[config.mk]
export PLATFORM = sky130hd
export DESIGN_NAME = text_line_layout_wrap_clip
export DESIGN_NICKNAME = d
export VERILOG_FILES = /design/src/hdl/tllw_pkg.sv /design/src/hdl/tllw_csr.sv /design/src/hdl/tllw_engine.sv /design/src/hdl/tllw_rsp_fifo.sv /design/src/hdl/text_line_layout_wrap_clip.sv
export SDC_FILE = /design/constraint.sdc
export NUM_CORES = 2
export LEC_CHECK = 0
export BUFFER_PORTS_ARGS = -buffer_cell sky130_fd_sc_hd__buf_2
export CAP_MARGIN = 20
export CORE_ASPECT_RATIO = 2
export CORE_MARGIN = 10
export CORE_UTILIZATION = 40
export CTS_CLUSTER_SIZE = 16
export DETAILED_ROUTE_END_ITERATION = 16
export PLACE_DENSITY = 0.65
export SYNTH_ARGS = -nofsm -noshare
export SYNTH_HDL_FRONTEND = slang
export SYNTH_SLANG_ARGS = --single-unit
[constraint.sdc]
create_clock -name clock -period 37.3 [get_ports clock]
set_clock_uncertainty 0.1 [all_clocks]
set_input_delay 7.46 -clock clock [delete_from_list [all_inputs] [get_ports clock]]
set_output_delay 7.46 -clock clock [all_outputs]
set_load 0.02 [all_outputs]
[src/hdl/tllw_pkg.sv]
`timescale 1ns / 1ps
`default_nettype none
// ----------------------------------------------------------------------------
// tllw_pkg
// Shared types, codes and constants of the text line layout block.
// ----------------------------------------------------------------------------
package tllw_pkg;

   // default position width of the pen state
   localparam int POS_BITS_DEF = 24;

   // widths of the external fields
   localparam int OUT_W  = 24;
   localparam int CODE_W = 21;
   localparam int ADDR_W = 5;
   localparam int DATA_W = 32;

   // result queue depth
   localparam int RSP_DEPTH = 4;
   localparam int RSP_PTR_W = $clog2(RSP_DEPTH);

   // request kinds
   localparam logic [1:0] KIND_CHAR    = 2'd0;
   localparam logic [1:0] KIND_NEWLINE = 2'd1;
   localparam logic [1:0] KIND_END     = 2'd2;

   // result kinds
   localparam logic [1:0] RES_GLYPH  = 2'd0;
   localparam logic [1:0] RES_LINE   = 2'd1;
   localparam logic [1:0] RES_REGION = 2'd2;

   // register indexes (byte address / 4)
   localparam logic [2:0] REG_CHAR_WIDTH  = 3'd0;
   localparam logic [2:0] REG_LINE_HEIGHT = 3'd1;
   localparam logic [2:0] REG_SPACING_X   = 3'd2;
   localparam logic [2:0] REG_SPACING_Y   = 3'd3;
   localparam logic [2:0] REG_AREA_WIDTH  = 3'd4;
   localparam logic [2:0] REG_AREA_HEIGHT = 3'd5;
   localparam logic [2:0] REG_WIDTH_SCALE = 3'd6;
   localparam logic [2:0] REG_LAYOUT_MODE = 3'd7;

   // layout mode bits
   localparam int MODE_WRAP = 0;
   localparam int MODE_CLIP = 1;

   // configuration seen by the layout engine
   typedef struct packed {
      logic        [15:0] char_width;
      logic        [15:0] line_height;
      logic signed [15:0] spacing_x;
      logic signed [15:0] spacing_y;
      logic        [22:0] area_width;
      logic        [22:0] area_height;
      logic        [15:0] width_scale;
      logic        [1:0]  layout_mode;
   } cfg_type;

   // one result item
   typedef struct packed {
      logic        [1:0]        kind_res;
      logic        [CODE_W-1:0] glyph_code;
      logic signed [OUT_W-1:0]  pos_x;
      logic signed [OUT_W-1:0]  pos_y;
      logic signed [OUT_W-1:0]  extent_width;
      logic signed [OUT_W-1:0]  extent_height;
      logic                     last;
   } res_type;

   // results produced by one request, packed from the front
   typedef struct packed {
      logic [1:0] cnt;
      res_type    r0;
      res_type    r1;
   } push_type;

endpackage
`default_nettype wire

[src/hdl/tllw_csr.sv]
`timescale 1ns / 1ps
`default_nettype none
// ----------------------------------------------------------------------------
// tllw_csr
// APB-style register file holding the layout configuration.
// ----------------------------------------------------------------------------
module tllw_csr
   import tllw_pkg::*;
(
   input  wire logic              clock,
   input  wire logic              reset,
   input  wire logic              psel,
   input  wire logic              penable,
   input  wire logic              pwrite,
   input  wire logic [ADDR_W-1:0] paddr,
   input  wire logic [DATA_W-1:0] pwdata,
   output logic      [DATA_W-1:0] prdata,
   output logic                   pready,
   output cfg_type                cfg
);

   cfg_type    cfg_ff;
   logic       wr_en;
   logic [2:0] reg_idx;

   assign pready  = 1'b1;
   assign wr_en   = psel & penable & pwrite;
   assign reg_idx = paddr[ADDR_W-1:2];
   assign cfg     = cfg_ff;

   // register writes
   always_ff @(posedge clock) begin
      if (reset) begin
         cfg_ff.char_width  <= 16'd256;
         cfg_ff.line_height <= 16'd256;
         cfg_ff.spacing_x   <= '0;
         cfg_ff.spacing_y   <= '0;
         cfg_ff.area_width  <= 23'd4096;
         cfg_ff.area_height <= 23'd4096;
         cfg_ff.width_scale <= 16'd256;
         cfg_ff.layout_mode <= '0;
      end else if (wr_en) begin
         unique case (reg_idx)
            REG_CHAR_WIDTH:  cfg_ff.char_width  <= pwdata[15:0];
            REG_LINE_HEIGHT: cfg_ff.line_height <= pwdata[15:0];
            REG_SPACING_X:   cfg_ff.spacing_x   <= pwdata[15:0];
            REG_SPACING_Y:   cfg_ff.spacing_y   <= pwdata[15:0];
            REG_AREA_WIDTH:  cfg_ff.area_width  <= pwdata[22:0];
            REG_AREA_HEIGHT: cfg_ff.area_height <= pwdata[22:0];
            REG_WIDTH_SCALE: cfg_ff.width_scale <= pwdata[15:0];
            REG_LAYOUT_MODE: cfg_ff.layout_mode <= pwdata[1:0];
            default: ;
         endcase
      end
   end

   // read mux
   always_comb begin
      unique case (reg_idx)
         REG_CHAR_WIDTH:  prdata = {16'd0, cfg_ff.char_width};
         REG_LINE_HEIGHT: prdata = {16'd0, cfg_ff.line_height};
         REG_SPACING_X:   prdata = {16'd0, cfg_ff.spacing_x};
         REG_SPACING_Y:   prdata = {16'd0, cfg_ff.spacing_y};
         REG_AREA_WIDTH:  prdata = {9'd0, cfg_ff.area_width};
         REG_AREA_HEIGHT: prdata = {9'd0, cfg_ff.area_height};
         REG_WIDTH_SCALE: prdata = {16'd0, cfg_ff.width_scale};
         REG_LAYOUT_MODE: prdata = {30'd0, cfg_ff.layout_mode};
         default:         prdata = '0;
      endcase
   end

endmodule
`default_nettype wire

[src/hdl/tllw_engine.sv]
`timescale 1ns / 1ps
`default_nettype none
// ----------------------------------------------------------------------------
// tllw_engine
// Request register, pen state and the per-request layout step.
// ----------------------------------------------------------------------------
module tllw_engine
   import tllw_pkg::*;
#(
   parameter int POS_BITS = POS_BITS_DEF
) (
   input  wire logic              clock,
   input  wire logic              reset,
   input  cfg_type                cfg,
   input  wire logic              req_valid,
   output logic                   req_ready,
   input  wire logic [1:0]        req_kind,
   input  wire logic [CODE_W-1:0] req_glyph_code,
   input  wire logic              req_glyph_known,
   input  wire logic [15:0]       req_glyph_trim_width,
   input  wire logic              room,
   output push_type               push
);

   // exact sums need room for the 25-bit scaled advance plus signs
   localparam int SW = POS_BITS + 12;
   localparam logic signed [SW-1:0] POS_MAX = SW'((longint'(1) <<< (POS_BITS - 1)) - 1);
   localparam logic signed [SW-1:0] POS_MIN = ~POS_MAX;

   typedef logic signed [POS_BITS-1:0] pos_type;

   function automatic pos_type sat_pos(input logic signed [SW-1:0] v);
      pos_type r;
      if (v > POS_MAX) begin
         r = POS_BITS'(POS_MAX);
      end else if (v < POS_MIN) begin
         r = POS_BITS'(POS_MIN);
      end else begin
         r = POS_BITS'(v);
      end
      return r;
   endfunction

   function automatic logic signed [OUT_W-1:0] to_out(input pos_type v);
      return OUT_W'(v);
   endfunction

   // request register
   logic              item_valid_ff;
   logic [1:0]        item_kind_ff;
   logic [CODE_W-1:0] item_code_ff;
   logic              item_known_ff;
   logic [15:0]       item_trim_ff;

   // pen state
   pos_type pen_x_ff, pen_x_in;
   pos_type pen_y_ff, pen_y_in;
   pos_type widest_ff, widest_in;
   logic    has_glyph_ff, has_glyph_in;
   logic    stopped_ff, stopped_in;

   logic consume;
   logic load;

   // step datapath
   logic        [32:0]   prod;
   logic signed [SW-1:0] sx_s, sy_s, lh_s, cw_s, aw_s, ah_s, px_s, py_s;
   logic signed [SW-1:0] adv_s;
   logic                 wrap_hit, drop0, drop1;
   pos_type              line_w, py_next_line, widest_upd;
   pos_type              px_char, py_char, new_px, py_end;
   logic                 line_vld, sec_vld;
   res_type              line_res, sec_res;

   assign consume   = item_valid_ff & room;
   assign req_ready = ~item_valid_ff | consume;
   assign load      = req_valid & req_ready;

   // operands
   always_comb begin
      sx_s = SW'(cfg.spacing_x);
      sy_s = SW'(cfg.spacing_y);
      lh_s = SW'(cfg.line_height);
      cw_s = SW'(cfg.char_width);
      aw_s = SW'(cfg.area_width);
      ah_s = SW'(cfg.area_height);
      px_s = SW'(pen_x_ff);
      py_s = SW'(pen_y_ff);
   end

   // glyph advance: round(trim * scale / 256) + spacing, else char width + spacing
   assign prod  = 33'(item_trim_ff) * 33'(cfg.width_scale) + 33'd128;
   assign adv_s = item_known_ff ? (SW'(prod[32:8]) + sx_s) : (cw_s + sx_s);

   // line close terms
   assign wrap_hit     = cfg.layout_mode[MODE_WRAP] && (px_s + adv_s > aw_s);
   assign drop0        = cfg.layout_mode[MODE_CLIP] && (py_s + lh_s > ah_s);
   assign line_w       = has_glyph_ff ? sat_pos(px_s - sx_s) : pen_x_ff;
   assign py_next_line = sat_pos(py_s + lh_s + sy_s);
   assign widest_upd   = (line_w > widest_ff) ? line_w : widest_ff;

   // character placement after a possible wrap
   assign px_char = wrap_hit ? '0 : pen_x_ff;
   assign py_char = wrap_hit ? py_next_line : pen_y_ff;
   assign drop1   = cfg.layout_mode[MODE_CLIP] && (SW'(py_char) + lh_s > ah_s);
   assign new_px  = sat_pos(SW'(px_char) + adv_s);

   // pen y after end-of-text close
   assign py_end = (!stopped_ff && !drop0) ? py_next_line : pen_y_ff;

   // step control
   always_comb begin
      pen_x_in     = pen_x_ff;
      pen_y_in     = pen_y_ff;
      widest_in    = widest_ff;
      has_glyph_in = has_glyph_ff;
      stopped_in   = stopped_ff;
      line_vld     = 1'b0;
      sec_vld      = 1'b0;

      line_res              = '0;
      line_res.kind_res     = RES_LINE;
      line_res.pos_y        = to_out(pen_y_ff);
      line_res.extent_width = to_out(line_w);

      sec_res            = '0;
      sec_res.kind_res   = RES_GLYPH;
      sec_res.glyph_code = item_code_ff;
      sec_res.pos_x      = to_out(px_char);
      sec_res.pos_y      = to_out(py_char);

      case (item_kind_ff)
         KIND_CHAR: begin
            if (!stopped_ff) begin
               if (wrap_hit && drop0) begin
                  stopped_in = 1'b1;
               end else begin
                  if (wrap_hit) begin
                     line_vld  = 1'b1;
                     widest_in = widest_upd;
                  end
                  has_glyph_in = wrap_hit ? 1'b0 : has_glyph_ff;
                  if (item_known_ff) begin
                     has_glyph_in = 1'b1;
                     sec_vld      = !drop1;
                  end
                  pen_x_in = new_px;
                  pen_y_in = py_char;
               end
            end
         end
         KIND_NEWLINE: begin
            if (!stopped_ff) begin
               if (drop0) begin
                  stopped_in = 1'b1;
               end else begin
                  line_vld     = 1'b1;
                  widest_in    = widest_upd;
                  pen_x_in     = '0;
                  pen_y_in     = py_next_line;
                  has_glyph_in = 1'b0;
               end
            end
         end
         KIND_END: begin
            line_vld                  = !stopped_ff && !drop0;
            sec_vld                   = 1'b1;
            sec_res                   = '0;
            sec_res.kind_res          = RES_REGION;
            sec_res.extent_width      = to_out(line_vld ? widest_upd : widest_ff);
            sec_res.extent_height     = to_out(sat_pos(SW'(py_end) - sy_s));
            pen_x_in                  = '0;
            pen_y_in                  = '0;
            widest_in                 = '0;
            has_glyph_in              = 1'b0;
            stopped_in                = 1'b0;
         end
         default: ;
      endcase

      sec_res.last  = 1'b1;
      line_res.last = !sec_vld;
   end

   // pack results toward the front of the push
   always_comb begin
      push.cnt = 2'(line_vld) + 2'(sec_vld);
      push.r0  = line_vld ? line_res : sec_res;
      push.r1  = sec_res;
      if (!consume) begin
         push.cnt = 2'd0;
      end
   end

   // request register and state update
   always_ff @(posedge clock) begin
      if (reset) begin
         item_valid_ff <= 1'b0;
         pen_x_ff      <= '0;
         pen_y_ff      <= '0;
         widest_ff     <= '0;
         has_glyph_ff  <= 1'b0;
         stopped_ff    <= 1'b0;
      end else begin
         if (load) begin
            item_valid_ff <= 1'b1;
         end else if (consume) begin
            item_valid_ff <= 1'b0;
         end
         if (consume) begin
            pen_x_ff     <= pen_x_in;
            pen_y_ff     <= pen_y_in;
            widest_ff    <= widest_in;
            has_glyph_ff <= has_glyph_in;
            stopped_ff   <= stopped_in;
         end
      end
   end

   // request payload
   always_ff @(posedge clock) begin
      if (load) begin
         item_kind_ff  <= req_kind;
         item_code_ff  <= req_glyph_code;
         item_known_ff <= req_glyph_known;
         item_trim_ff  <= req_glyph_trim_width;
      end
   end

endmodule
`default_nettype wire

[src/hdl/tllw_rsp_fifo.sv]
`timescale 1ns / 1ps
`default_nettype none
// ----------------------------------------------------------------------------
// tllw_rsp_fifo
// Small result queue taking up to two results per cycle, giving one.
// ----------------------------------------------------------------------------
module tllw_rsp_fifo
   import tllw_pkg::*;
(
   input  wire logic clock,
   input  wire logic reset,
   input  push_type  push,
   output logic      room,
   output logic      rsp_valid,
   input  wire logic rsp_ready,
   output res_type   rsp
);

   res_type                entries_ff [RSP_DEPTH];
   logic [RSP_PTR_W-1:0]   wr_ptr_ff;
   logic [RSP_PTR_W-1:0]   rd_ptr_ff;
   logic [RSP_PTR_W:0]     count_ff;
   logic                   pop;

   assign rsp_valid = (count_ff != '0);
   assign pop       = rsp_valid & rsp_ready;
   assign room      = (count_ff <= (RSP_PTR_W + 1)'(RSP_DEPTH - 2));
   assign rsp       = entries_ff[rd_ptr_ff];

   // pointers and fill count
   always_ff @(posedge clock) begin
      if (reset) begin
         wr_ptr_ff <= '0;
         rd_ptr_ff <= '0;
         count_ff  <= '0;
      end else begin
         wr_ptr_ff <= wr_ptr_ff + RSP_PTR_W'(push.cnt);
         if (pop) begin
            rd_ptr_ff <= rd_ptr_ff + 1'b1;
         end
         count_ff <= count_ff + (RSP_PTR_W + 1)'(push.cnt) - (RSP_PTR_W + 1)'(pop);
      end
   end

   // result storage
   always_ff @(posedge clock) begin
      if (push.cnt != 2'd0) begin
         entries_ff[wr_ptr_ff] <= push.r0;
      end
      if (push.cnt == 2'd2) begin
         entries_ff[wr_ptr_ff + 1'b1] <= push.r1;
      end
   end

endmodule
`default_nettype wire

[src/hdl/text_line_layout_wrap_clip.sv]
// A request is registered on acceptance and its results enter the result queue
// when the engine consumes it, which waits until the queue has room for two results.
// Throughput: one request per cycle while the queue has room and each gives at most
// one result; a request that closes a line and places a glyph uses the single result port twice.
// Reset (synchronous, active high) clears the pen state, the queue and restores
// all configuration registers to their defaults.
`timescale 1ns / 1ps
`default_nettype none
// ----------------------------------------------------------------------------
// text_line_layout_wrap_clip
// Greedy text line layout with wrap at area width and clip below area height.
// ----------------------------------------------------------------------------
module text_line_layout_wrap_clip
   import tllw_pkg::*;
#(
   parameter int POS_BITS = POS_BITS_DEF
) (
   input  wire logic                    clock,
   input  wire logic                    reset,
   // request channel
   input  wire logic                    req_valid,
   output logic                         req_ready,
   input  wire logic [1:0]              req_kind,
   input  wire logic [CODE_W-1:0]       req_glyph_code,
   input  wire logic                    req_glyph_known,
   input  wire logic [15:0]             req_glyph_trim_width,
   // result channel
   output logic                         rsp_valid,
   input  wire logic                    rsp_ready,
   output logic [1:0]                   rsp_kind_res,
   output logic [CODE_W-1:0]            rsp_glyph_code_res,
   output logic signed [OUT_W-1:0]      rsp_pos_x,
   output logic signed [OUT_W-1:0]      rsp_pos_y,
   output logic signed [OUT_W-1:0]      rsp_extent_width,
   output logic signed [OUT_W-1:0]      rsp_extent_height,
   output logic                         rsp_last,
   // configuration port
   input  wire logic                    psel,
   input  wire logic                    penable,
   input  wire logic                    pwrite,
   input  wire logic [ADDR_W-1:0]       paddr,
   input  wire logic [DATA_W-1:0]       pwdata,
   output logic [DATA_W-1:0]            prdata,
   output logic                         pready
);

   cfg_type  cfg;
   push_type push;
   logic     room;
   res_type  rsp;

   // configuration registers
   tllw_csr u_csr (
      .clock   (clock),
      .reset   (reset),
      .psel    (psel),
      .penable (penable),
      .pwrite  (pwrite),
      .paddr   (paddr),
      .pwdata  (pwdata),
      .prdata  (prdata),
      .pready  (pready),
      .cfg     (cfg)
   );

   // layout step
   tllw_engine #(
      .POS_BITS (POS_BITS)
   ) u_engine (
      .clock                (clock),
      .reset                (reset),
      .cfg                  (cfg),
      .req_valid            (req_valid),
      .req_ready            (req_ready),
      .req_kind             (req_kind),
      .req_glyph_code       (req_glyph_code),
      .req_glyph_known      (req_glyph_known),
      .req_glyph_trim_width (req_glyph_trim_width),
      .room                 (room),
      .push                 (push)
   );

   // result queue
   tllw_rsp_fifo u_rsp_fifo (
      .clock     (clock),
      .reset     (reset),
      .push      (push),
      .room      (room),
      .rsp_valid (rsp_valid),
      .rsp_ready (rsp_ready),
      .rsp       (rsp)
   );

   // result fields
   assign rsp_kind_res       = rsp.kind_res;
   assign rsp_glyph_code_res = rsp.glyph_code;
   assign rsp_pos_x          = rsp.pos_x;
   assign rsp_pos_y          = rsp.pos_y;
   assign rsp_extent_width   = rsp.extent_width;
   assign rsp_extent_height  = rsp.extent_height;
   assign rsp_last           = rsp.last;

endmodule
`default_nettype wire

### Word level (Yosys, flattened, before mapping)

Memories as Yosys holds them, arrays and structs flattened. A register that Yosys moved wholly into a read port is not among the register bits.
Cells that the tools add are included.

* bits in writable memories: 480
* memories: 1
* bits of input ports: 84
* flip-flop bits (word level): 250
* output and inout port bits: 155

* multiplexer cells: 65
* multiply operators: 1
* reductions and logical operators: 27
* eq/ne operators: 16
* order comparisons: 13
* add/subtract/negate cells: 16
* bitwise operators: 7

Memories
* u_rsp_fifo.entries_ff: words 4, bits a word 120, read ports 1, clocked after memory_dff 1, write ports 2, RTL line tllw_rsp_fifo.sv:19 `res_type entries_ff [RSP_DEPTH];`

Operator list (count)
* 24-bit two-way mux: 27
* 32-bit one-hot mux with 8 select lines: 1
* 120-bit two-way mux: 2
* 24-bit one-hot mux with 3 select lines: 3
* 36-bit by 24-bit > comparator with 1-bit output (second input constant): 4
* 36-bit by 24-bit < comparator with 1-bit output (second input constant): 4
* 24-bit by 36-bit adder with 36-bit output: 2
* 36-bit by 24-bit > comparator with 1-bit output: 2
* 24-bit by 17-bit adder with 25-bit output: 2
* 24-bit by 16-bit subtractor with 25-bit output: 2
* 36-bit two-way mux: 1
* 32-bit by 8-bit adder with 33-bit output (second input constant): 1
* 16-bit by 16-bit multiplier with 32-bit output: 1
* 26-bit by 16-bit adder with 27-bit output: 1
* 25-bit by 16-bit adder with 26-bit output: 1
* 25-bit by 24-bit > comparator with 1-bit output: 1
* 24-bit > comparator: 1
* 1-bit two-way mux: 24
* 17-bit by 16-bit adder with 18-bit output: 1
* 2-bit AND reduction: 9
* 7-bit AND reduction: 2
* 3-bit equality test (second input constant): 4
* 1-bit one-hot mux with 3 select lines: 3
* 2-bit != test (second input constant): 4
* 24 further kinds: 42

### Logic depth before layout (Yosys ltp)

* depth after elaboration: 21
* mapped depth: 89
* gate-level depth less buffers: 85

### Modules after synthesis

From an unflattened synthesis, not the netlist that was laid out.

* cells, all modules: 5509
* area total of the unflattened synthesis: 57645.3 sq um

Modules (own cells, without submodules)
* tllw_engine: times used 1, cells each 3574, area an instance 28407.2 sq um, sequential area each 2702.6 sq um
* tllw_rsp_fifo: times used 1, cells each 1209, area an instance 23647.7 sq um, sequential area each 14594.0 sq um
* tllw_csr: times used 1, cells each 726, area an instance 5590.4 sq um, sequential area each 2562.5 sq um

### Worst setup path before layout

No wires, ideal clock.

* path type: reg-to-reg
* start point: register u_csr.cfg_ff, in the netlist u_csr.cfg[5]
* end point: memory u_rsp_fifo.entries_ff[0][38] (netlist name), data pin
* clock period less this slack: 20.218 ns
* data arrival time: 19.861 ns
* cell stages (with the launch flop): 86
* path slack: 17.082 ns
* setup time: 0.256 ns
* cells stage by stage: dfxtp_1 clkbuf_1 clkbuf_1 nand2_1 fa_1 fa_1 fa_1 inv_1 fa_1 fa_1 inv_1 fa_1 inv_1 ha_1 a21o_1 a21oi_1 nand2_1 and2_1 [... 50 more ...] ha_1 nand2_1 nor4_1 o21ai_0 a31oi_1 nor2_1 nor3_1 a211oi_1 a211o_1 ha_1 and3_1 a31oi_1 nand2b_1 clkbuf_1 nand2_1 a21boi_2 buf_2 a22o_1

RTL lines
* start, declared: RTL line tllw_csr.sv:22 `cfg_type cfg_ff;`
* end, declared: RTL line tllw_rsp_fifo.sv:19

==> results by stage <==
Hold path:
- Counting instances, the worst hold path has a depth of 2.
- The worst min-delay path category is reg2reg.
- The worst min-delay path startpoint is u_csr.cfg[42].
- The path with the worst hold slack has its endpoint at u_csr.cfg[42].

Floorplanning:
- The width of the chip is 280 um.
- The effective utilization at floorplan is 0.401.
- The core region is 0.135 mm2.
- The total number of placement rows is 191.
- The total die area is 0.152 mm2.
- The chip height is 541 um.
- During I/O placement, the number of pins put on the boundary was 239.

Placed design:
- The count of buffers added on input and output ports is 217.
- The placer congestion estimate is 0.976.
- The estimated wirelength of the detail-placed design is 129000 um.
- The count of placed standard cells including taps is 7225.

Setup path:
- The setup slack of the most critical reg-to-reg path is 13.60 ns.
- The reg-to-reg endpoint is u_rsp_fifo.entries_ff[2][117].
- STA classifies the critical path endpoint as a flip-flop.
- The critical path required time is 37.47 ns.
- The standard cell with the maximum stage delay on the critical path is sky130_fd_sc_hd__dfxtp_1.
- STA puts the critical path data arrival time at 23.87 ns.
- The maximum single-stage delay on the critical path is 0.94 ns.
- The launch instance of the worst register-to-register path is u_csr.cfg[6].
- Grouping stages by cell kind, the critical path spends the most delay in compound AO/OA/AOI/OAI gates.
- The worst setup path is launched from a flip-flop.
- The count of buffer and inverter cells on the critical path is 9.
- Counting cells, the worst reg-to-reg path comes to 81.
- The type of the worst setup path is reg2reg.
- The highest net fanout along the worst path is 62.

STA:
- Headroom to the max-slew limit came out at 0.278.
- The number of slew-limit violations in the final report was 0.
- The final critical path time including I/O delays and setup is 23.70 ns.
- The share of the cycle needed by the critical path after routing is 0.635.
- The tightest hold path in the finished design has a slack of 0.357 ns.
- Setup repair after global routing left no endpoint under its margin.
- Setup violations remaining at the end of the flow were counted as 0.
- The final-layout setup total negative slack is 0 ns.
- The number of failing hold endpoints at the final stage is 0.
- At the pin with the least slew margin, the transition time is 1.08 ns.
- The highest clock frequency the design can meet is 42.2 MHz.

CTS:
- The CTS root buffer is sky130_fd_sc_hd__clkbuf_16.
- After clock tree synthesis, the flow added hold-fix buffers numbering 0.
- The longest clock path from root to sink contains 3 buffers.
- CTS built an H-tree with a depth of 3.
- Counting every sink on the clock net gives 732.
- The number of buffers added for setup after CTS is 0.
- The TritonCTS clock tree is done.
- The clock-pin slew reported for the worst setup and hold paths after clock tree synthesis is 0.07 ns.
- The number of buffers created by CTS is 70.
- Post-CTS repair changed the size of 0 cells.
- The clock latency on the worst-skew pair is 0.69 ns.

Detailed routing:
- The average wire per standard cell is 23.2 um.
- The final layout contains routed wiring with a total length of 171000 um.
- The first detailed-routing pass ran for 5 iterations.
- The detailed-route DRC error count is 0.
- The remaining antenna violation count is 0.
- The routed layout has 42500 vias.
- The first routing iteration left 3535 violations.
- The mean number of vias per cell is 5.77.

GRT:
- The via count of the first global-routing pass is 43300.
- The first-pass GRT wire length is 257000 um.
- The initial antenna violation count is 10.
- The total overflow left after global routing is 0.
- Entering global routing, the biggest net connects 71 pins.
- The all-layer global routing usage is 0.220.

Logic synthesis:
- Yosys mapped a number of flops with a built-in enable equal to 512.
- For this run, the leading register cell type out of synthesis is sky130_fd_sc_hd__edfxtp_1.
- The mean instance size in the synthesized netlist is 9.94 um2.
- The share of synthesized area in the top cell type comes to 0.284.
- The number of register bits inferred by synthesis is 732.
- The async set or reset register ratio after synthesis is 0.
- The cell type with the highest aggregate area in the netlist is sky130_fd_sc_hd__edfxtp_1.
- Sorting the synthesized cells by area gives the leading types as sky130_fd_sc_hd__edfxtp_1 28%, sky130_fd_sc_hd__ha_1 9.9%, sky130_fd_sc_hd__dfxtp_1 8.1%, sky130_fd_sc_hd__fa_1 7.6%, sky130_fd_sc_hd__mux4_2 5.0%.
- The number of warnings reported in the yosys synthesis log is 0.
- The synthesized cell area is 0.0542 mm2.
- Of the synthesized area, sequential elements account for 0.365.
- The post-synthesis cell type count is 107.
- The cell count after synthesis is 5455.

Status:
- The flow ran to the end, and the final reports show no timing, DRC or antenna violations.

Layout:
- Fill cells in the final layout number 12700.
- Compared with the post-synthesis result, the final layout area differs by 9.53%.
- The post-layout net count is 6279.
- In the layout the commonest cells are 594 x sky130_fd_sc_hd__nand2_1, 512 x sky130_fd_sc_hd__edfxtp_1, 454 x sky130_fd_sc_hd__inv_1.
- The number of non-filler instances in the completed layout is 7359.
- In the final layout, the share of cells above drive strength 1 is 0.115.
- The most common cell after layout, fill and taps aside is sky130_fd_sc_hd__nand2_1.
- The post-layout utilization of the core is 0.440.

Power and ir drop:
- The maximum ir drop on the vdd rail is 0.0000341 V.
- The power per cell area is 41.6 mW/mm2.
- In this run the static leakage power is 24.2 nW.

Job:
- The number of violations of the max-capacitance limit is 0.
==> cell usage after synthesis, types with 54 or more instances <==
cell	number
sky130_fd_sc_hd__mux2i_1	59
sky130_fd_sc_hd__clkbuf_1	168
sky130_fd_sc_hd__ha_1	427
sky130_fd_sc_hd__a21o_1	113
sky130_fd_sc_hd__edfxtp_1	512
sky130_fd_sc_hd__xor2_1	71
sky130_fd_sc_hd__mux4_2	121
sky130_fd_sc_hd__nor2_1	410
sky130_fd_sc_hd__a21oi_1	384
sky130_fd_sc_hd__nand3_1	62
sky130_fd_sc_hd__and3_1	54
sky130_fd_sc_hd__dfxtp_1	220
sky130_fd_sc_hd__xnor2_1	121
sky130_fd_sc_hd__nand2_1	595
sky130_fd_sc_hd__o21ai_0	161
sky130_fd_sc_hd__nand2b_1	58
sky130_fd_sc_hd__a22o_1	181
sky130_fd_sc_hd__nor2b_1	57
sky130_fd_sc_hd__nor3_1	81
sky130_fd_sc_hd__inv_1	457
sky130_fd_sc_hd__and2_1	231
sky130_fd_sc_hd__fa_1	205
==> final cells by class <==
type	count	area [um2]	share of cell area
well taps	1737	2170	0.0366
clock inverters	32	322	0.00542
clock buffers	95	1940	0.0326
flip-flops and latches	732	19800	0.333
inverters	463	1750	0.0294
diodes	4	10.0	0.000169
repair buffers	294	1680	0.0283
multi-input cells	4002	31700	0.534
==> cells by family (layout without fill, tap and decap cells) <==
kind of cell             after synthesis  in the layout  synth area share
AO/OA/AOI/OAI                       1233           1233             0.153
AND/OR/NAND/NOR                     1675           1675             0.146
multiplexers                         220            220            0.0695
buffers and inverters                729            884            0.0527
XOR/XNOR                             193            193            0.0315
other                                  2             14          0.000139
adder cells (fa/ha/maj)              671            671             0.181
flip-flops                           732            732             0.365
==> layer usage <==
metal | GRT usage | routed length, um | up-vias
met1 | 0.236 | 62100 | 21000
li1 | - | - | 19600
met2 | 0.397 | 87500 | 1474
met5 | 0 | 45 | -
met4 | 0.146 | 12100 | 6
met3 | 0.0308 | 9130 | 416
==> sequential cells by signal (all words and copies together) (netlist names), named ones only <==
register,count
u_engine.widest_ff,24
u_engine.item_code_ff,21
u_rsp_fifo.wr_ptr_ff,2
u_engine.stopped_ff,1
u_engine.item_trim_ff,16
u_engine.item_kind_ff,2
u_engine.pen_y_ff,24
u_csr.cfg,128
u_engine.item_valid_ff,1
u_engine.item_known_ff,1
u_rsp_fifo.count_ff,3
u_rsp_fifo.entries_ff,480
u_rsp_fifo.rd_ptr_ff,2
u_engine.has_glyph_ff,1
u_engine.pen_x_ff,24
==> power breakdown <==
part / switching (mW) / internal, mW
combinational: 0.488 / 0.318
sequential: 0.0364 / 0.904
clock: 0.333 / 0.391
total: 0.858 / 1.61
==> stage by stage <==
stage / cell area [um2] / power (mW) / worst slack [ns]
finish: 59400 / 2.47 / 13.60
global route: 59400 / 2.58 / 12.40
CTS: 59300 / 2.48 / 13.83
detailed placement: 57100 / 1.77 / 13.90
global placement: 57000 / 1.75 / 14.00
floorplan: 54200 / 1.52 / 17.08
==> how the worst max path moves through the flow <==
stage,startpoint,to,slack (ns),cells past startpoint
finish,u_csr.cfg[6],u_rsp_fifo.entries_ff[2][117],13.60,81
detailed placement,u_csr.cfg[6],u_rsp_fifo.entries_ff[2][37],13.90,80
floorplan,u_csr.cfg[5],u_rsp_fifo.entries_ff[0][38],17.08,85
global route,u_csr.cfg[5],u_rsp_fifo.entries_ff[2][116],12.40,81
global placement,u_csr.cfg[6],u_rsp_fifo.entries_ff[2][36],14.00,80
CTS,u_csr.cfg[6],u_rsp_fifo.entries_ff[2][89],13.83,80
==> tightest hold or removal path, cell delays in order, from the launching register on <==
cell and delay, ns:
sky130_fd_sc_hd__dfxtp_1 0.31, sky130_fd_sc_hd__nand2_1 0.05, sky130_fd_sc_hd__a21oi_1 0.05
Note: power is estimated with default switching activity, not from simulation.
